[src/hw/rtl/go_to_goal_p_controller_macros.svh]
// Assertion macros shared by the controller RTL.
`ifndef GO_TO_GOAL_P_CONTROLLER_MACROS_SVH
`define GO_TO_GOAL_P_CONTROLLER_MACROS_SVH

// Same-cycle implication, disabled in reset.
`define GTG_ASSERT_NOW(lbl, clk, rst_n, ante, cons) \
  lbl: assert property (@(posedge clk) disable iff (!rst_n) (ante) |-> (cons)) \
    else $error("gtg assertion failed");

// Next-cycle implication, disabled in reset.
`define GTG_ASSERT_NEXT(lbl, clk, rst_n, ante, cons) \
  lbl: assert property (@(posedge clk) disable iff (!rst_n) (ante) |=> (cons)) \
    else $error("gtg assertion failed");

`endif

[src/hw/rtl/gtg_pkg.sv]
package gtg_pkg;

  localparam int CORDIC_STEPS  = 16;
  localparam int ATAN_ENTRIES  = 24;
  localparam int CORDIC_STAGES = (CORDIC_STEPS < ATAN_ENTRIES) ? CORDIC_STEPS : ATAN_ENTRIES;

  localparam int POS_W  = 24;
  localparam int HEAD_W = 15;
  localparam int VEC_W  = 36;
  localparam int ANG_W  = 24;
  localparam int GAIN_W = 12;
  localparam int TOL_W  = 24;
  localparam int DIST_W = 26;
  localparam int LIN_W  = 28;
  localparam int AV_W   = 20;

  localparam logic signed [ANG_W-1:0] PI_Q20       = 24'sd3294199;
  localparam logic [23:0]             INV_GAIN_Q24 = 24'd10188014;

  localparam logic signed [ANG_W-1:0] ATAN_Q20 [ATAN_ENTRIES] = '{
    24'sd823550, 24'sd486170, 24'sd256879, 24'sd130396,
    24'sd65451,  24'sd32757,  24'sd16383,  24'sd8192,
    24'sd4096,   24'sd2048,   24'sd1024,   24'sd512,
    24'sd256,    24'sd128,    24'sd64,     24'sd32,
    24'sd16,     24'sd8,      24'sd4,      24'sd2,
    24'sd1,      24'sd0,      24'sd0,      24'sd0
  };

  localparam logic [1:0] CFG_LINEAR_GAIN    = 2'd0;
  localparam logic [1:0] CFG_ANGULAR_GAIN   = 2'd1;
  localparam logic [1:0] CFG_STOP_TOLERANCE = 2'd2;

  typedef struct packed {
    logic signed [VEC_W-1:0]  x;
    logic signed [VEC_W-1:0]  y;
    logic signed [ANG_W-1:0]  z;
    logic signed [HEAD_W-1:0] heading;
  } gtg_vec_t;

  typedef struct packed {
    logic [GAIN_W-1:0] linear_gain;
    logic [GAIN_W-1:0] angular_gain;
    logic [TOL_W-1:0]  stop_tolerance;
  } gtg_cfg_t;

endpackage

[src/hw/rtl/gtg_scale.sv]
`include "go_to_goal_p_controller_macros.svh"

module gtg_scale (
  input  logic                            clk,
  input  logic                            rst_n,
  input  gtg_pkg::gtg_cfg_t               cfg,
  input  logic                            in_valid,
  output logic                            in_ready,
  input  gtg_pkg::gtg_vec_t               in_vec,
  output logic                            out_valid,
  input  logic                            out_ready,
  output logic [gtg_pkg::LIN_W-1:0]       linear_velocity,
  output logic signed [gtg_pkg::AV_W-1:0] angular_velocity,
  output logic                            goal_reached
);

  // stage A: split length multiply, heading error
  logic [40:0]        pp_lo_r, pp_hi_r, pp_lo_nxt, pp_hi_nxt;
  logic signed [16:0] err_a_r, err_a_nxt;
  logic signed [23:0] zr;
  logic signed [15:0] ang12;
  // stage B: length
  logic [58:0]                     dsum;
  logic [gtg_pkg::DIST_W-1:0]      dist_r, dist_nxt;
  logic signed [16:0]              err_b_r;
  // stage C: gain products, goal-reached compare
  logic [37:0]        lin_p_r, lin_p_nxt;
  logic signed [29:0] ang_p_r, ang_p_nxt;
  logic               reach_r, reach_nxt;
  // output register
  logic [37:0]                     lin_sum;
  logic [29:0]                     ang_sum;
  logic [gtg_pkg::LIN_W-1:0]       lin_r, lin_nxt;
  logic signed [gtg_pkg::AV_W-1:0] av_r, av_nxt;
  logic                            gr_r, gr_nxt;

  logic [3:0] v_r;
  logic [3:0] v_nxt;
  logic [4:0] rdy;

  assign rdy[4] = out_ready;
  assign rdy[3] = !v_r[3] || rdy[4];
  assign rdy[2] = !v_r[2] || rdy[3];
  assign rdy[1] = !v_r[1] || rdy[2];
  assign rdy[0] = !v_r[0] || rdy[1];

  always_comb begin
    pp_lo_nxt = 41'(in_vec.x[16:0]  * gtg_pkg::INV_GAIN_Q24);
    pp_hi_nxt = 41'(in_vec.x[33:17] * gtg_pkg::INV_GAIN_Q24);
    zr        = in_vec.z + 24'sd128;
    ang12     = zr[23:8];
    err_a_nxt = {ang12[15], ang12} - {{2{in_vec.heading[14]}}, in_vec.heading};

    dsum     = {1'b0, pp_hi_r, 17'd0} + {18'd0, pp_lo_r} + 59'(64'h8000_0000);
    dist_nxt = dsum[57:32];

    reach_nxt = !(dist_r > {2'b00, cfg.stop_tolerance});
    lin_p_nxt = 38'(dist_r * cfg.linear_gain);
    ang_p_nxt = 30'(err_b_r * $signed({1'b0, cfg.angular_gain}));

    lin_sum = lin_p_r + 38'd128;
    ang_sum = ang_p_r + 30'sd128;
    if (reach_r) begin
      lin_nxt = '0;
      av_nxt  = '0;
      gr_nxt  = 1'b1;
    end else begin
      lin_nxt = (lin_sum[37:36] != 2'b00) ? {gtg_pkg::LIN_W{1'b1}} : lin_sum[35:8];
      av_nxt  = ang_sum[27:8];
      gr_nxt  = 1'b0;
    end

    v_nxt[0] = rdy[0] ? in_valid : v_r[0];
    v_nxt[1] = rdy[1] ? v_r[0]   : v_r[1];
    v_nxt[2] = rdy[2] ? v_r[1]   : v_r[2];
    v_nxt[3] = rdy[3] ? v_r[2]   : v_r[3];
  end

  always_ff @(posedge clk) begin
    if (!rst_n) begin
      v_r <= '0;
    end else begin
      v_r <= v_nxt;
    end
  end

  always_ff @(posedge clk) begin
    if (rdy[0]) begin
      pp_lo_r <= pp_lo_nxt;
      pp_hi_r <= pp_hi_nxt;
      err_a_r <= err_a_nxt;
    end
    if (rdy[1]) begin
      dist_r  <= dist_nxt;
      err_b_r <= err_a_r;
    end
    if (rdy[2]) begin
      lin_p_r <= lin_p_nxt;
      ang_p_r <= ang_p_nxt;
      reach_r <= reach_nxt;
    end
    if (rdy[3]) begin
      lin_r <= lin_nxt;
      av_r  <= av_nxt;
      gr_r  <= gr_nxt;
    end
  end

  assign in_ready         = rdy[0];
  assign out_valid        = v_r[3];
  assign linear_velocity  = lin_r;
  assign angular_velocity = av_r;
  assign goal_reached     = gr_r;

  `GTG_ASSERT_NEXT(a_reach_zero, clk, rst_n, v_r[2] && reach_r && rdy[3], lin_r == '0 && av_r == '0)

endmodule

[config.mk]
export PLATFORM = sky130hd
export DESIGN_NAME = gtg_scale
export DESIGN_NICKNAME = d
export VERILOG_FILES = /design/src/hw/rtl/gtg_pkg.sv /design/src/hw/rtl/gtg_scale.sv
export VERILOG_INCLUDE_DIRS = /design/src /design/src/hw/rtl
export SDC_FILE = /design/constraint.sdc
export NUM_CORES = 2
export LEC_CHECK = 0
export ABC_AREA = 1
export ABC_CLOCK_PERIOD_IN_PS = 9100
export BUFFER_PORTS_ARGS = -buffer_cell sky130_fd_sc_hd__buf_2
export CELL_PAD_IN_SITES_DETAIL_PLACEMENT = 0
export CELL_PAD_IN_SITES_GLOBAL_PLACEMENT = 1
export CORE_MARGIN = 2
export CORE_UTILIZATION = 25
export CTS_CLUSTER_SIZE = 14
export DETAILED_ROUTE_END_ITERATION = 8
export GPL_ROUTABILITY_DRIVEN = 0
export PLACE_DENSITY = 0.51
export SETUP_SLACK_MARGIN = 0.15
export SLEW_MARGIN = 25
export SYNTH_ARGS = -nofsm -noshare
export SYNTH_HDL_FRONTEND = slang
export SYNTH_SLANG_ARGS = --single-unit
[constraint.sdc]
create_clock -name clk -period 9.1 [get_ports clk]
set_input_delay 0.91 -clock clk [delete_from_list [all_inputs] [get_ports clk]]
set_output_delay 0.91 -clock clk [all_outputs]
set_load 0.1 [all_outputs]
Word-level counts from Yosys, hierarchy flattened
Index checks and enable logic that the tools add are counted.

word-level totals
  bits in registers = 260
  word-level logic and storage cells = 38

operators by class
  add/subtract/negate cells = 6
  $lt $le $gt $ge = 1
  multiplexer cells = 2
  reductions and logical operators = 10
  multiply operators = 4

operators with widths
  cell                    count
  $mul 17x23->40 const B  2
  $add 58x32->58 const B  1
  $add 58x41->58          1
  $add 38x8->38 const B   1
  $mul 26x12->38          1
  $add 28x9->28 const B   1
  $mul 17x13->28          1
  $mux 28                 1
  $gt 26x24->1            1
  $add 24x9->24 const B   1
  $sub 16x15->17          1
  $logic_not 1->1         5
  $logic_or 1x1->1        4
  $reduce_bool 2->1       1
  $mux 1                  1

Depth between registers and ports, before layout
  depth after elaboration = 5
  gate-level depth with buffers = 26

Least setup slack after synthesis
Ideal clock, no wire load.

  path kind = input -> output
  start point = in out_ready
  end point = out in_ready
  path buffers = 0
  cell stages on the path = 6
  path slack = 2,495 ps
  arrival = 5,695 ps
  path through = nor2_1 -> inv_1 -> nor2_1 -> inv_1 -> nor2_1 -> nand2_1

between the ends
  word-level cells in the longest chain between the ends = 4

ends and longest elaborated chain
  element           RTL line         source
  start, declared   gtg_scale.sv:11  input logic out_ready,
  $logic_or 1x1->1  gtg_scale.sv:42  assign rdy[3] = !v_r[3] || rdy[4];
  net rdy[3]        gtg_scale.sv:39  logic [4:0] rdy;
  $logic_or 1x1->1  gtg_scale.sv:43  assign rdy[2] = !v_r[2] || rdy[3];
  net rdy[2]        gtg_scale.sv:39
  $logic_or 1x1->1  gtg_scale.sv:44  assign rdy[1] = !v_r[1] || rdy[2];
  $logic_or 1x1->1  gtg_scale.sv:45  assign rdy[0] = !v_r[0] || rdy[1];
  end, declared     gtg_scale.sv:8   output logic in_ready,

The timed path passes the listed nets, and every way through them passes these cells.

Worst setup path in the final report
  start point = in in_vec[81] (netlist name)
  end point = reg pp_lo_r[38] (data pin)

between the ends
  word-level cells in the longest chain between the ends = 1

ends and longest elaborated chain
  element               RTL line         source
  start, declared       gtg_scale.sv:9   input gtg_pkg::gtg_vec_t in_vec,
  $mul 17x23->40        gtg_scale.sv:48  pp_lo_nxt = 41'(in_vec.x[16:0] * gtg_pkg::INV_GAIN_Q24);
  net pp_lo_nxt[38]     gtg_scale.sv:18  logic [40:0] pp_lo_r, pp_hi_r, pp_lo_nxt, pp_hi_nxt;
  end signal, assigned  gtg_scale.sv:89  pp_lo_r <= pp_lo_nxt;
  end, declared         gtg_scale.sv:18

The timed path passes the listed nets, and every way through them passes these cells.
A chain may end at the register's enable or synchronous reset.

==> results.yml <==
status:
  outcome: "completed"
timing:
  slew_viol_final: 0
  setup_violations: 0
  fin_tns_setup_ns: 0
  slew_headroom: 0.352
  hold_viol_final: 0
  period_minus_slack_ns: 5.86
  max_freq_mhz: 171
  worst_pin_slew_ns: 0.971
  rsz0062_at_grt: "no"
  finalClockSkew_ns: 0.0267
  fin_crit_sh: 0.644
hold_path:
  hold_path.class: "register to register"
final_layout:
  fin_nets: 7123
  layout_common_cells: "inv_1, nand2_1, fa_1"
  n_fill_cell: 20000
  drive_above_1_share: 0.0443
  layout_commonest_cell: "inv_1"
  stdcell_area_mm2: 0.0502
  syn_to_final_growth_pct: 9.72
yosys:
  async_flop_share: 0
  syn_inst: 5625
  seq_area_frac_synth: 0.149
  synth.top_cell.area_share: 0.326
  ys.flop_type: "edfxtp_1"
  muxShareOfSynthArea: 0
  syn-num-nets: 7031
  yosys_warnings: 0
  synthXorXnorAreaFrac: 0.0287
  post-synth-top-area-cell: "fa_1"
  synth_edf_count: 225
  syn_area_mm2: 0.0458
  postSynthAreaPerCell_um2: 8.13
  yosys.area_share.simple: 0.165
  synth_cell_types: 51
  synth_area_leaders: "fa_1, edfxtp_1, ha_1"
  ys_ff_latch: 229
  synth_fa_ha_area_frac: 0.462
  synth_compound_area_frac: 0.0542
  synth_top_family_by_area: "adder cells"
clock_network:
  cts.path.max_buffers: 3
  clk_pin_slew_worst_paths_ns: 0.06
  cts_resized: 0
  numCtsBuffers: 29
  cts-root-buf: "clkbuf_16"
  numClockSinks: 229
  cts_max_level: 1
  cts_tree: "done"
  worst_skew_pair.late_latency_ns: 0.60
  cts_setup_buffers: 0
  postCtsHoldBufs: 0
placed_design:
  postPlaceCellArea_mm2: 0.0492
  port_buffers: 168
  hpwl_mm: 117
global_route:
  grt.total_usage: 0.146
  grt_pass1_vias: 37796
  grt_max_degree: 56
  antenna_found_initial: 10
  grt_pass1_wl_mm: 214
  grt.overflow.total: 0
critical_path:
  cp.arrival_ns: 6.21
  cpMostUsedCell: "inv_1"
  worst_ep_required_time_ns: 9.44
  cp-end-kind: "register"
  cp_cell_sequence: "buf_2 -> inv_1 -> ha_1 -> inv_1 -> fa_1 -> fa_1 -> inv_1 -> fa_1 -> inv_1 -> fa_1 -> inv_1 -> fa_1 -> inv_1 -> ha_1 -> a21oi_1 -> a21boi_0 -> a21oi_1 -> o21ai_0 -> nand3_1 -> nand2_1 -> nand2_1"
  crit_type: "primary input to register"
  max_stage_delay_ns: 0.55
  crit_fanout: 6
  worstSetupStartpointType: "primary input"
  timing.critical_path.slowest_stage_cell: "fa_1"
floorplan:
  die-area_mm2: 0.186
  die_w_um: 432
  io_pins: 214
  die_height_um: 432
  core_mm2: 0.182
  start_util: 0.251
  num_rows: 157
detailed_routing:
  dr.pass1.iters: 7
  drt_wl_total_mm: 134
  drc: 0
  vias: 34358
  drt-initial-drc-count: 1436
  wl_per_cell_um: 16.4
  viasPerCell: 4.23
  postRouteAntennaNets: 0
flow_run:
  drv_cap: 0
-- synthesized netlist by cell type, types with 19 or more instances --
library cell / n
inv_1: 1597
nand2_1: 1228
fa_1: 745
ha_1: 498
nor2_1: 311
a21oi_1: 227
edfxtp_1: 225
nand3_1: 139
xor2_1: 110
o21ai_0: 107
clkbuf_1: 105
nor3_1: 62
nand4_1: 49
xnor2_1: 40
o21bai_1: 36
nor4_1: 20
a31oi_1: 19
-- cell families (layout without fill, tap and decap cells) --
| family | after synthesis | count (layout) |
|---|---|---|
| xor gates and xnor gates | 150 | 150 |
| and+or+nand+nor | 1851 | 1851 |
| other | 0 | 2 |
| AOI/OAI and AO/OA | 443 | 443 |
| adders and majority gates | 1243 | 1243 |
| DFF | 229 | 229 |
| buffers and inverters | 1709 | 1824 |
-- registers in the layout (all words and copies together), names as in the netlist --
register and flops:
linear_velocity 28, v_r 4, err_a_r 17, dist_r 26, pp_lo_r 23, goal_reached 1
angular_velocity 20, err_b_r 17, reach_r 1, pp_hi_r 40, ang_p_r 21, lin_p_r 31
-- layout make-up --
class | count | area (um^2) | area share
tap | 2385 | 2980 | 0.0594
timing repair buffer | 172 | 871 | 0.0173
clock inverter | 24 | 297 | 0.00591
multi-input combinational | 3687 | 32500 | 0.647
inverter | 1598 | 6000 | 0.120
sequential | 229 | 6840 | 0.136
antenna | 2 | 5.00 | 0.0000997
clock buffer | 30 | 729 | 0.0145
-- metal layers --
layer,vias up,GRT usage,share of wire,wire length [um]
li1,17038,-,-,-
met1,16774,0.195,0.47,62600
met2,431,0.260,0.49,65400
met3,115,0.00978,0.022,2880
met4,0,0.0254,0.021,2750
met5,-,0,0,0
-- path summary, 6_finish.rpt --
path                            cells past startpoint   startpoint  slack (ns)     endpoint
worst max-delay path                               21   in_vec[81]        3.24  pp_lo_r[38]
worst min-delay path                                0   err_a_r[7]        0.41   err_b_r[7]
worst max register to register                     20  err_b_r[16]        3.37  ang_p_r[27]
worst min register to register                      0   err_a_r[7]        0.41   err_b_r[7]
-- worst max-delay path: cells and delay by family --
family | cells | cell delay, ns
AO/OA/AOI/OAI | 4 | 1.23
AND/OR/NAND/NOR | 3 | 0.25
buffers and inverters | 7 | 0.64
adder cells (fa/ha/maj) | 7 | 3.18
-- through the flow --
stage / setup slack, ns / util / cells / hold WS (ns)
global placement: 2.64 / 0.269 / 8071 / 0.403
detailed placement: 2.61 / 0.269 / 8071 / 0.405
floorplan: 2.49 / - / 5625 / 0.400
finish: 3.24 / 0.275 / 8127 / 0.408
CTS: 3.27 / 0.275 / 8125 / 0.406
global route: 2.91 / 0.275 / 8127 / 0.410
Power is not shown: default switching activity piles up to over one toggle a cycle in this logic, so the estimate is an artifact.
