## src/hw/rtl/go_to_goal_p_controller_macros.svh

```systemverilog
// Assertion macros shared by the controller RTL.
`ifndef GO_TO_GOAL_P_CONTROLLER_MACROS_SVH
`define GO_TO_GOAL_P_CONTROLLER_MACROS_SVH

// Same-cycle implication, disabled in reset.
`define GTG_ASSERT_NOW(lbl, clk, rst_n, ante, cons) \
  lbl: assert property (@(posedge clk) disable iff (!rst_n) (ante) |-> (cons)) \
    else $error("gtg assertion failed");

// Next-cycle implication, disabled in reset.
`define GTG_ASSERT_NEXT(lbl, clk, rst_n, ante, cons) \
  lbl: assert property (@(posedge clk) disable iff (!rst_n) (ante) |=> (cons)) \
    else $error("gtg assertion failed");

`endif

```

## src/hw/rtl/gtg_pkg.sv

```systemverilog
package gtg_pkg;

  localparam int CORDIC_STEPS  = 16;
  localparam int ATAN_ENTRIES  = 24;
  localparam int CORDIC_STAGES = (CORDIC_STEPS < ATAN_ENTRIES) ? CORDIC_STEPS : ATAN_ENTRIES;

  localparam int POS_W  = 24;
  localparam int HEAD_W = 15;
  localparam int VEC_W  = 36;
  localparam int ANG_W  = 24;
  localparam int GAIN_W = 12;
  localparam int TOL_W  = 24;
  localparam int DIST_W = 26;
  localparam int LIN_W  = 28;
  localparam int AV_W   = 20;

  localparam logic signed [ANG_W-1:0] PI_Q20       = 24'sd3294199;
  localparam logic [23:0]             INV_GAIN_Q24 = 24'd10188014;

  localparam logic signed [ANG_W-1:0] ATAN_Q20 [ATAN_ENTRIES] = '{
    24'sd823550, 24'sd486170, 24'sd256879, 24'sd130396,
    24'sd65451,  24'sd32757,  24'sd16383,  24'sd8192,
    24'sd4096,   24'sd2048,   24'sd1024,   24'sd512,
    24'sd256,    24'sd128,    24'sd64,     24'sd32,
    24'sd16,     24'sd8,      24'sd4,      24'sd2,
    24'sd1,      24'sd0,      24'sd0,      24'sd0
  };

  localparam logic [1:0] CFG_LINEAR_GAIN    = 2'd0;
  localparam logic [1:0] CFG_ANGULAR_GAIN   = 2'd1;
  localparam logic [1:0] CFG_STOP_TOLERANCE = 2'd2;

  typedef struct packed {
    logic signed [VEC_W-1:0]  x;
    logic signed [VEC_W-1:0]  y;
    logic signed [ANG_W-1:0]  z;
    logic signed [HEAD_W-1:0] heading;
  } gtg_vec_t;

  typedef struct packed {
    logic [GAIN_W-1:0] linear_gain;
    logic [GAIN_W-1:0] angular_gain;
    logic [TOL_W-1:0]  stop_tolerance;
  } gtg_cfg_t;

endpackage

```

## src/hw/rtl/gtg_err.sv

```systemverilog
`include "go_to_goal_p_controller_macros.svh"

module gtg_err (
  input  logic                              clk,
  input  logic                              rst_n,
  input  logic                              in_valid,
  output logic                              in_ready,
  input  logic signed [gtg_pkg::POS_W-1:0]  cur_x,
  input  logic signed [gtg_pkg::POS_W-1:0]  cur_y,
  input  logic signed [gtg_pkg::HEAD_W-1:0] cur_heading,
  input  logic signed [gtg_pkg::POS_W-1:0]  goal_x,
  input  logic signed [gtg_pkg::POS_W-1:0]  goal_y,
  output logic                              out_valid,
  input  logic                              out_ready,
  output gtg_pkg::gtg_vec_t                 out_vec
);

  logic signed [gtg_pkg::POS_W:0]   ex;
  logic signed [gtg_pkg::POS_W:0]   ey;
  logic signed [gtg_pkg::VEC_W-1:0] xs;
  logic signed [gtg_pkg::VEC_W-1:0] ys;
  gtg_pkg::gtg_vec_t                vec_nxt;
  gtg_pkg::gtg_vec_t                vec_r;
  logic                             v_r;
  logic                             v_nxt;

  assign in_ready = !v_r || out_ready;

  always_comb begin
    ex = {goal_x[gtg_pkg::POS_W-1], goal_x} - {cur_x[gtg_pkg::POS_W-1], cur_x};
    ey = {goal_y[gtg_pkg::POS_W-1], goal_y} - {cur_y[gtg_pkg::POS_W-1], cur_y};
    xs = {{(gtg_pkg::VEC_W-gtg_pkg::POS_W-9){ex[gtg_pkg::POS_W]}}, ex, 8'd0};
    ys = {{(gtg_pkg::VEC_W-gtg_pkg::POS_W-9){ey[gtg_pkg::POS_W]}}, ey, 8'd0};
    vec_nxt.heading = cur_heading;
    if (ex[gtg_pkg::POS_W]) begin
      // left half-plane: pre-rotate by pi
      vec_nxt.x = -xs;
      vec_nxt.y = -ys;
      vec_nxt.z = ey[gtg_pkg::POS_W] ? -gtg_pkg::PI_Q20 : gtg_pkg::PI_Q20;
    end else begin
      vec_nxt.x = xs;
      vec_nxt.y = ys;
      vec_nxt.z = '0;
    end
    v_nxt = in_ready ? in_valid : v_r;
  end

  always_ff @(posedge clk) begin
    if (!rst_n) begin
      v_r <= 1'b0;
    end else begin
      v_r <= v_nxt;
    end
  end

  always_ff @(posedge clk) begin
    if (in_ready) begin
      vec_r <= vec_nxt;
    end
  end

  assign out_valid = v_r;
  assign out_vec   = vec_r;

  `GTG_ASSERT_NEXT(a_take_fills_stage, clk, rst_n, in_valid && in_ready, v_r)

endmodule

```

## config.mk

```make
export PLATFORM = sky130hd
export DESIGN_NAME = gtg_err
export DESIGN_NICKNAME = d
export VERILOG_FILES = /design/src/hw/rtl/gtg_pkg.sv /design/src/hw/rtl/gtg_err.sv
export VERILOG_INCLUDE_DIRS = /design/src /design/src/hw/rtl
export SDC_FILE = /design/constraint.sdc
export NUM_CORES = 1
export LEC_CHECK = 0
export ABC_AREA = 0
export BUFFER_PORTS_ARGS = -buffer_cell sky130_fd_sc_hd__buf_2
export CAP_MARGIN = 20
export CORE_MARGIN = 2
export CORE_UTILIZATION = 41
export CTS_BUF_LIST = sky130_fd_sc_hd__clkbuf_8
export DETAILED_ROUTE_END_ITERATION = 10
export PLACE_DENSITY = 0.65
export SLEW_MARGIN = 40
export SYNTH_ARGS = -nofsm -noshare
export SYNTH_HDL_FRONTEND = slang
export SYNTH_SLANG_ARGS = --single-unit
```

## constraint.sdc

```tcl
create_clock -name clk -period 4.6 [get_ports clk]
set_input_delay 0.23 -clock clk [delete_from_list [all_inputs] [get_ports clk]]
set_output_delay 0.23 -clock clk [all_outputs]
set_load 0.05 [all_outputs]
```

# Word-level counts from Yosys, hierarchy flattened
# Index checks and enable logic that the tools add are counted.
# word_totals
reg_bits	112
wordCells	15
output_inout_bits	113
# classes
reduce_logical	2
add_sub_neg	4
n_mux	2
# ops
op	n
$mux W92	1
$neg A33 Y36	2
$sub A24 B24 Y25	2
$mux W24	1
$logic_not A1 Y1	1
$logic_or A1 B1 Y1	1

# Longest topological paths before layout
# Gate-level depths: netlist of run 1.
# depth
word_depth	3
depth_mapped	15
ltp_nobuf	13

# Worst setup path before layout of run 1
# No wires, ideal clock.
# synth_timing
kind	input to register
start	input goal_x[0] in the netlist's numbering
end	register vec_r, in the netlist out_vec[106], data pin
slack_ns	1.316
t_required_ns	4.336
cell_stages	12
t_arrival_ns	3.021
n_path_buf	0
path_cell_list	inv_1 ha_1 fa_1 nand2b_1 a21oi_1 o21ai_0 a211oi_2 nor4_1 nor3_1 nor4b_1 a31oi_1 xor2_1
# synth_lines
item	line	source
start, declared	gtg_err.sv:11	input logic signed [gtg_pkg::POS_W-1:0] goal_x,
end signal, assigned	gtg_err.sv:58	vec_r <= vec_nxt;
end, declared	gtg_err.sv:23	gtg_pkg::gtg_vec_t vec_r;

==> results.txt, run 1 <==
----------------------------------------------------
[Yosys]
  Count of synthesis-stage warnings from yosys ... 0
  Synthesis-stage register bit count ... 75
  Cell type contributing the most total cell area after synthesis ... edfxtp_1
  Post-synthesis area per instance ... 8.72 sq um
  Cell count after synthesis ... 775
  Top cells by count, synth ... 74 x edfxtp_1, 74 x nand2_1, 69 x inv_1, 59 x a21oi_1, 52 x o21ai_0
  Leading register cell type out of synthesis ... edfxtp_1
  Top-area cell type share of the netlist area ... 32.9%
  Share of the yosys chip area belonging to registers ... 33.2%
  Number of synthesized flops with an enable pin ... 74
  Total standard cell area after synthesis ... 6760 sq um
  Synth area leaders ... edfxtp_1 33%, ha_1 9.3%, xnor2_1 6.5%
  Async set-reset flop share out of synthesis ... 0%
  Post-synth cell types ... 69

[Clock tree]
  Count of hold buffers inserted by post-cts repair ... 0
  Clock transition at the registers of the reported paths ... 0.08 ns
  Count of H-tree levels built during CTS ... 3
  Worst-case clock buffer depth ... 2
  TritonCTS clock tree ... built
  Resized cells post-CTS ... 0
  Clock root buffer ... clkbuf_8
  Source-to-sink clock delay at the later pin of the worst-skew pair ... 0.36 ns
  Number of buffers created by CTS ... 9
  Count of buffers added by post-CTS timing repair for setup ... 0
  CTS Sinks ... 75

[Detailed routing]
  Post-DRT Antenna Nets ... 0
  Total Wirelength ... 16,600 microns
  Violation count after the first detailed-route iteration ... 353
  Via count ... 6,098
  Routed wirelength normalized by instance count ... 14.1 microns
  Count of TritonRoute iterations in the first routing pass ... 5
  Residual DRC count ... 0
  DR vias/cell ... 5.19

[Min path]
  Tightest Hold Check Type ... input port to flop
  Worst Min Path Start ... cur_heading[2]

[Critical path]
  Delay-heaviest family, CP ... simple AND/OR/NAND/NOR gates
  Critical Path RT ... 4.70 ns
  Nature of the critical path endpoint ... flop
  Startpoint of the worst setup timing path ... cur_x[0]
  Setup CP Type ... input port to flop
  Maximum fanout count along the critical path ... 5
  Kind of start point of the critical path ... input port
  Worst path depth ... 12
  Data arrival time of the critical path ... 3.74 ns
  Reg-to-reg startpoint ... out_valid
  Ordered list of cells on the worst path ... buf_2 > ha_1 > fa_1 > nand2b_1 > a21oi_1 > o21ai_0 > a211oi_2 > nor4_1 > nor3_1 > nor4b_1 > a31oi_1 > xor2_1
  Slowest cell on crit path ... nor4b_1
  CP Capture Point ... out_vec[106]
  Internal reg-to-reg setup slack ... 3.29 ns
  R2r worst-path depth ... 3
  Max incr delay on CP ... 0.56 ns
  Worst path buffer plus inverter count ... 1
  Endpoint of the worst register-to-register path ... out_vec[61]

[Timing]
  Slew HR ... 49.8%
  Final Cycle Share ... 79.0%
  Pin slew with the least headroom to its limit ... 0.743 ns
  Achievable frequency ... 0.275 GHz
  Sum of negative setup slack ... 0 ns
  Final number of max-transition violations ... 0
  Time the worst path needs with I/O delays and setup ... 3.64 ns
  Clock tree skew after final layout ... 0.00765 ns
  Final setup fails ... 0
  Final Hold Violating Endpoints ... 0
  Unrepaired setup endpoints after global routing ... false

[Global routing]
  Grt total ovfl ... 0
  Antenna violations before repair ... 0
  Global-route wire length before repair ... 26,700 microns
  Total Routing Usage GR ... 18.7%
  Pin count of the biggest net entering global routing ... 40
  Via count of the first global-routing pass ... 5,429

[Place]
  Placed cell area ... 7810 sq um
  HPWL after detailed placement ... 13,400 microns
  Number of I/O port buffers ... 211
  Last weighted congestion value of the routability-driven placer ... 0.941

[Job]
  Number of max-cap violations ... 0

[Floorplan]
  Starting utilization of the core area ... 42.2%
  Full die area ... 17,500 sq um
  Core Footprint ... 16,000 sq um
  Die width ... 132 microns
  DIE HEIGHT ... 132 microns
  Standard-cell row count ... 46
  Top-level I/O count ... 228

[Pwr]
  Leakage power ... 3.65 nW
  Maximum ir drop on the vdd rail ... 0.262 mV
  Power after layout ... 0.00312 W
  PwrDens ... 392 nW/um^2

[Layout]
  Area added between synthesis and finish ... 18.1%
  Diode count ... 0
  Layout net count ... 1,122
  Share of final-layout standard cells stronger than drive strength 1 ... 25.5%
  Final cell area excluding filler cells ... 7980 sq um

[Status]
  Result of the run ... finished clean

----------------------------------------------------
cell type report:
cell class	count	area [sq um]
Fill cell	1602	8030
Inverter	69	259
Multi-Input combinational cell	586	3930
Clock buffer	9	124
Clock inverter	7	45.0
Tap cell	216	270
Timing Repair Buffer	214	1100
Sequential cell	75	2240
report_power, final:
group	internal [W]	total, W	switching [W]	leakage (nW)
sequential	0.000956	0.00102	0.0000644	0.780
clock	0.000194	0.000454	0.000260	0.0845
combinational	0.000447	0.00165	0.00120	2.78
total	0.00160	0.00312	0.00153	3.65
through the flow:
stage	util [%]	hold slack [ns]	setup WS (ns)	instances
3_5_place_dp	48.8	0.408	0.645	1160
2_1_floorplan	-	0.329	1.32	793
6_report	49.8	0.0443	0.965	1176
3_3_place_gp	48.5	0.407	0.787	1158
4_1_cts	49.8	0.0198	1.02	1176
5_1_grt	49.8	0.0164	0.544	1176
routing by layer:
layer / GRT usage, % / vias up / part of all wire, %
met2: 29.8 / 222 / 44
met1: 26.4 / 2742 / 48
met5: 0 / - / 0
li1: - / 3119 / -
met3: 2.85 / 15 / 6.7
met4: 5.26 / 0 / 1.3
logic make-up after synthesis:
family	synth area share, %
xor+xnor	9.46
other cells	0.0555
flops	33.2
compound gates	20.5
fa+ha+maj	9.85
mux	0.908
simple gates	16.3
buf+inv	9.72
cell usage in the layout, fill, tap and decap left out, drive strengths merged, types with 10 or more instances in the layout:
cell type,instances
a211oi,10
a21o,12
a21oi,59
a31oi,14
and2,10
buf,214
conb,19
edfxtp,74
ha,50
inv,71
nand2,74
nand3,21
nor2,42
nor2b,11
o21ai,55
or3,10
xnor2,50
xor2,23
flip-flops by register name, indices dropped and copies added, names as in the netlist:
name,count
out_vec,74
out_valid,1
how the worst min path moves through the flow:
stage | end | cells after the start
3_5_place_dp | out_vec[13] | 1
4_1_cts | out_vec[9] | 1
2_1_floorplan | out_vec[0] | 0
6_report | out_vec[2] | 1
5_1_grt | out_vec[3] | 1
3_3_place_gp | out_vec[2] | 1
Note: power is estimated with default switching activity, not from simulation.
==> run 2, diff against run 1 <==
Clock period 4.6 ns to 3.5 ns, I/O delays scaled along.
==> results.txt, run 2 (synthesis results as in run 1) <==
----------------------------------------------------
[Status]
  Result of the run ... finished clean

[Critical path]
  Critical Path RT ... 3.58 ns (-1.12 ns)
  R2r worst-path depth ... 3 (unchanged)
  Maximum fanout count along the critical path ... 6 (+1)
  Kind of start point of the critical path ... input port
  Internal reg-to-reg setup slack ... 1.93 ns (-1.36 ns)
  Slowest cell on crit path ... or3_1
  Reg-to-reg startpoint ... out_valid
  Data arrival time of the critical path ... 3.38 ns (-0.36 ns)
  Endpoint of the worst register-to-register path ... out_vec[104]
  Max incr delay on CP ... 0.54 ns (-0.02 ns)
  Setup CP Type ... input port to flop
  Nature of the critical path endpoint ... flop
  Ordered list of cells on the worst path ... buf_2 > ha_1 > fa_1 > nor2b_1 > o2111ai_1 > a211oi_2 > o21ai_0 > a222oi_1 > nand3_1 > or3_1 > o31ai_2 > xnor2_1

[Layout]
  Most frequent cells in the layout ... 211 x buf_2, 74 x nand2_1, 74 x edfxtp_1, 69 x inv_1, 59 x a21oi_1
  Layout net count ... 1,180 (+5.2%)
  Number of fill cells ... 1,585 (-1.1%)
  Area occupied by multi-input gates ... 3940 sq um (+0.13%)
  Diode count ... 0 (unchanged)
  Share of final-layout standard cells stronger than drive strength 1 ... 28.3% (+2.8 points)
  Area added between synthesis and finish ... 25.8%
  Sequential Area ... 2240 sq um (unchanged)
  Flip-flop count of the largest register after layout ... 74 (unchanged)
  Commonest non-fill, non-tap cell in the layout ... buf_2

[Timing]
  Worst slack on hold paths ... 0.0575 ns (+0.0132 ns)
  Final Cycle Share ... 94.1%
  Final number of max-transition violations ... 0 (unchanged)
  Final setup fails ... 0 (unchanged)
  Pin slew with the least headroom to its limit ... 0.782 ns (+0.0392 ns)
  Clock tree skew after final layout ... 0.00732 ns (-0.000330 ns)
  Time the worst path needs with I/O delays and setup ... 3.29 ns
  Final Hold Violating Endpoints ... 0 (unchanged)
  Unrepaired setup endpoints after global routing ... false
  Achievable frequency ... 0.304 GHz
  Slew HR ... 47.2% (-2.6 points)

[Global routing]
  Via count of the first global-routing pass ... 5,822 (+7.2%)
  Total Routing Usage GR ... 19.8% (+1.1 points)
  Pin count of the biggest net entering global routing ... 62 (+55%)
  Grt total ovfl ... 0 (unchanged)
  Global-route wire length before repair ... 28,200 microns (+5.8%)
  Antenna violations before repair ... 0 (unchanged)

[Floorplan]
  Core Footprint ... 16,000 sq um (unchanged)
  DIE HEIGHT ... 132 microns (unchanged)
  Standard-cell row count ... 46 (unchanged)
  Top-level I/O count ... 228 (unchanged)
  Full die area ... 17,500 sq um (unchanged)
  Die width ... 132 microns (unchanged)
  Starting utilization of the core area ... 42.2% (unchanged)

[Min path]
  Worst hold path endpoint ... out_valid
  Worst Min Path Start ... rst_n
  Cell count of the worst hold path ... 2 (+1)
  Tightest Hold Check Type ... input port to flop

[Detailed routing]
  Routed wirelength normalized by instance count ... 14.2 microns (+0.74%)
  Via count ... 6,375 (+4.5%)
  Post-DRT Antenna Nets ... 0 (unchanged)
  DR vias/cell ... 5.17 (-0.37%)
  Total Wirelength ... 17,600 microns (+5.7%)
  Residual DRC count ... 0 (unchanged)
  Violation count after the first detailed-route iteration ... 401 (+14%)
  Count of TritonRoute iterations in the first routing pass ... 5 (unchanged)

[Clock tree]
  Source-to-sink clock delay at the later pin of the worst-skew pair ... 0.36 ns (about the same)
  Worst-case clock buffer depth ... 2 (unchanged)
  Count of H-tree levels built during CTS ... 3 (unchanged)
  CTS Sinks ... 75 (unchanged)
  Number of buffers created by CTS ... 9 (unchanged)
  Clock root buffer ... clkbuf_8
  Count of buffers added by post-CTS timing repair for setup ... 0 (unchanged)
  Clock transition at the registers of the reported paths ... 0.08 ns (about the same)
  TritonCTS clock tree ... built

[Pwr]
  Maximum ir drop on the vdd rail ... 0.344 mV (+31%)
  Leakage power ... 3.93 nW (+7.8%)
  PwrDens ... 510 nW/um^2 (+30%)
  Power after layout ... 0.00433 W (+39%)

[Place]
  HPWL after detailed placement ... 13,900 microns (+3.9%)
  Last weighted congestion value of the routability-driven placer ... 0.911 (-3.1%)
  Number of I/O port buffers ... 211 (unchanged)

[Job]
  Number of max-cap violations ... 0 (unchanged)

----------------------------------------------------
[run 2: cell count changes in the layout (fill, tap and decap cells not counted), sizes merged]
cell         before  now
buf             214  257
bufinv            0    2
clkinv            3    2
dlygate4sd3       0   15
inv              71   70
[run 2: worst max path at each step]
stage / from / to / slack [ns] / cells after the start
after floorplan: goal_x[0] / out_vec[106] / 0.27 / 12
after global placement: cur_y[0] / out_vec[71] / 0.002 / 12
after detailed placement: cur_y[0] / out_vec[71] / -0.19 / 12
after CTS: cur_y[0] / out_vec[71] / 0.20 / 12
after global routing: cur_y[0] / out_vec[71] / 0.04 / 12
final: cur_y[0] / out_vec[71] / 0.21 / 12
[run 2: layout make-up]
cell class              instances  area share, %
flip-flops and latches         75           26.4
clock inverters                 7           1.07
multi-input cells             586           46.3
repair buffers                272           18.5
inverters                      69           3.05
well taps                     216           3.18
clock buffers                   9           1.46
[run 2: power breakdown]
group	leakage, nW	total, W	internal, W	switching (W)
Sequential	0.780	0.00132	0.00125	0.0000668
Combinational	3.05	0.00228	0.000653	0.00162
Clock	0.101	0.000733	0.000399	0.000334
Total	3.93	0.00433	0.00231	0.00203
[run 2: worst max-delay path: cells and delay by family]
family                     cells  cell delay, ns
AOI/OAI and AO/OA              5            1.42
and+or+nand+nor                3            0.95
adders and majority gates      2            0.64
buffers and inverters          1            0.10
xor gates and xnor gates       1            0.09
[run 2: through the flow]
step / std cells / instance area (sq um) / setup WS, ns / TNS, ns / util (%)
6_report: 1234 / 8500 / 0.206 / 0 / 53.1
5_1_grt: 1234 / 8500 / 0.0433 / 0 / 53.1
4_1_cts: 1233 / 8470 / 0.200 / 0 / 53.0
3_5_place_dp: 1202 / 8110 / -0.186 / -1.12 / 50.7
3_3_place_gp: 1202 / 8110 / 0.00190 / 0 / 50.7
2_1_floorplan: 793 / 6820 / 0.271 / 0 / -
[run 2: routing by layer]
layer,vias up,GRT usage [%],wire (microns)
met5,-,0,0
li1,3230,-,-
met1,2916,27.7,8390
met2,217,31.7,7930
met3,12,3.11,1060
met4,0,5.50,187
[run 2: what timing repair did]
action / 4_1_cts / 5_1_grt
endpoints found under the setup margin: 0 / 4
resized for setup: 0 / 1
endpoints found under the hold margin: 15 / 0
hold buffers: 15 / 0
==> run 3, diff against run 2 <==
Settings changed: GPL_ROUTABILITY_DRIVEN set to 0.
Clock period 3.5 ns to 3.9 ns, I/O delays scaled along.
==> results.txt, run 3 (synthesis results as in run 1) <==
----------------------------------------------------
[Floorplan]
  DIE HEIGHT ... 132 microns (unchanged)
  Top-level I/O count ... 228 (unchanged)
  Standard-cell row count ... 46 (unchanged)
  Full die area ... 17,500 sq um (unchanged)
  Core Footprint ... 16,000 sq um (unchanged)
  Starting utilization of the core area ... 42.2% (unchanged)
  Die width ... 132 microns (unchanged)

[Detailed routing]
  Total Wirelength ... 17,400 microns (-0.87%)
  DR vias/cell ... 5.27 (+2.1%)
  Post-DRT Antenna Nets ... 0 (unchanged)
  Routed wirelength normalized by instance count ... 14.6 microns (+2.5%)
  Residual DRC count ... 0 (unchanged)
  Violation count after the first detailed-route iteration ... 396 (-1.2%)
  Via count ... 6,296 (-1.2%)
  Count of TritonRoute iterations in the first routing pass ... 5 (unchanged)

[Timing]
  Post-route setup slack ... 0.507 ns (+0.301 ns)
  Final number of max-transition violations ... 0 (unchanged)
  Final Hold Violating Endpoints ... 0 (unchanged)
  Sum of negative setup slack ... 0 ns (unchanged)
  Clock tree skew after final layout ... 0.0112 ns (+0.00385 ns)
  Time the worst path needs with I/O delays and setup ... 3.39 ns
  Final setup fails ... 0 (unchanged)
  Slew HR ... 49.4% (+2.2 points)
  Achievable frequency ... 0.295 GHz
  Final Cycle Share ... 87.0%
  Pin slew with the least headroom to its limit ... 0.750 ns (-0.0323 ns)
  Unrepaired setup endpoints after global routing ... false

[Layout]
  Layout net count ... 1,140 (-3.4%)
  Final cell area excluding filler cells ... 8170 sq um (-3.9%)
  Area added between synthesis and finish ... 20.9%
  Diode count ... 0 (unchanged)
  Share of final-layout standard cells stronger than drive strength 1 ... 25.9% (-2.4 points)
  Flip-flop count of the largest register after layout ... 74 (unchanged)
  Commonest non-fill, non-tap cell in the layout ... buf_2
  Most frequent cells in the layout ... 211 x buf_2, 74 x nand2_1, 74 x edfxtp_1, 69 x inv_1, 59 x a21oi_1

[Global routing]
  Grt total ovfl ... 0 (unchanged)
  Global-route wire length before repair ... 27,800 microns (-1.7%)
  Via count of the first global-routing pass ... 5,605 (-3.7%)
  Total Routing Usage GR ... 19.3% (-0.42 points)
  Antenna violations before repair ... 0 (unchanged)
  Pin count of the biggest net entering global routing ... 52 (-16%)

[Critical path]
  Max incr delay on CP ... 0.53 ns (about the same)
  CP Capture Point ... out_vec[70]
  Nature of the critical path endpoint ... flop
  Startpoint of the worst setup timing path ... cur_y[0]
  Worst path depth ... 12 (unchanged)
  Slowest cell on crit path ... a211oi_1
  Worst path buffer plus inverter count ... 1 (unchanged)
  Ordered list of cells on the worst path ... buf_2 > ha_1 > fa_1 > nor2b_1 > o2111ai_1 > a211o_1 > a21boi_0 > a311oi_1 > a211oi_1 > nand4_1 > o31ai_1 > xnor2_1
  Reg-to-reg startpoint ... out_valid
  Critical Path RT ... 4.00 ns (+0.42 ns)
  Endpoint of the worst register-to-register path ... out_vec[68]
  R2r worst-path depth ... 2 (-1)
  Delay-heaviest family, CP ... compound AO/OA/AOI/OAI gates
  Kind of start point of the critical path ... input port
  Maximum fanout count along the critical path ... 6 (unchanged)
  Internal reg-to-reg setup slack ... 2.19 ns (+0.26 ns)
  Setup CP Type ... input port to flop
  Data arrival time of the critical path ... 3.50 ns (+0.12 ns)

[Clock tree]
  Worst-case clock buffer depth ... 2 (unchanged)
  Clock transition at the registers of the reported paths ... 0.08 ns (about the same)
  CTS Sinks ... 75 (unchanged)
  Number of buffers created by CTS ... 9 (unchanged)
  Count of buffers added by post-CTS timing repair for setup ... 0 (unchanged)
  TritonCTS clock tree ... built
  Count of H-tree levels built during CTS ... 3 (unchanged)
  Clock root buffer ... clkbuf_8
  Source-to-sink clock delay at the later pin of the worst-skew pair ... 0.35 ns (about the same)

[Place]
  Placed cell area ... 7850 sq um (-3.2%)
  Pre-CTS worst setup slack ... 0.161 ns (+0.347 ns)
  Number of I/O port buffers ... 211 (unchanged)
  HPWL after detailed placement ... 13,800 microns (-0.92%)

[Pwr]
  Leakage power ... 3.74 nW (-4.8%)
  Maximum ir drop on the vdd rail ... 0.283 mV (-18%)
  PwrDens ... 470 nW/um^2 (-7.9%)

[Job]
  Number of max-cap violations ... 0 (unchanged)

[Status]
  Result of the run ... finished clean

[Min path]
  Tightest Hold Check Type ... input port to flop

----------------------------------------------------
run 3: cell types whose count changed in the layout (fill, tap and decap cells not counted):
cell,previous run,this run
dlygate4sd3_1,15,11
buf_12,2,1
buf_4,44,9
clkinvlp_4,2,1
clkinv_1,2,0
clkbuf_8,9,11
a211oi_2,3,2
a211oi_1,7,8
bufinv_16,2,1
clkinv_4,0,1
clkinv_2,0,1
run 3: worst min path at each step:
| stage | startpoint | endpoint | cells after the start |
|---|---|---|---|
| detailed placement | cur_heading[9] | out_vec[9] | 1 |
| global route | cur_heading[2] | out_vec[2] | 1 |
| finish | cur_heading[11] | out_vec[11] | 1 |
| CTS | cur_heading[11] | out_vec[11] | 1 |
| floorplan | cur_heading[0] | out_vec[0] | 0 |
| global placement | cur_heading[5] | out_vec[5] | 1 |
run 3: power breakdown:
| part | internal, W | total [W] | switching [W] |
|---|---|---|---|
| clock | 0.000333 | 0.000647 | 0.000314 |
| combinational | 0.000548 | 0.00200 | 0.00145 |
| sequential | 0.00113 | 0.00119 | 0.0000627 |
run 3: stage by stage:
step	utilization [%]	total power (W)	std cells	hold slack, ns
2_1_floorplan	-	0.00277	793	0.294
3_3_place_gp	49.0	0.00319	1167	0.371
3_5_place_dp	49.0	0.00319	1167	0.373
4_1_cts	51.0	0.00387	1194	0.000919
5_1_grt	51.0	0.00404	1194	0.00121
6_report	51.0	0.00384	1194	0.0246
run 3: area by class of cell:
cell class / count / area, sq um
Clock inverter: 5 / 60.1
Tap cell: 216 / 270
Fill cell: 1608 / 7830
Multi-Input combinational cell: 586 / 3930
Sequential cell: 75 / 2240
Inverter: 69 / 259
Clock buffer: 11 / 151
Timing Repair Buffer: 232 / 1250
run 3: timing repair:
item,CTS,global route
hold buffers,11,0
hold endpoints to repair,11,0
gates resized for setup,0,0
run 3: layer usage:
metal	global-route usage, %	up-vias	part of all wire [%]	wire [microns]
met5	0	-	0	0
met4	5.68	0	1.3	235
met3	3.84	19	6.1	1060
met2	30.7	217	45	7790
met1	26.8	2918	48	8340
li1	-	3142	-	-
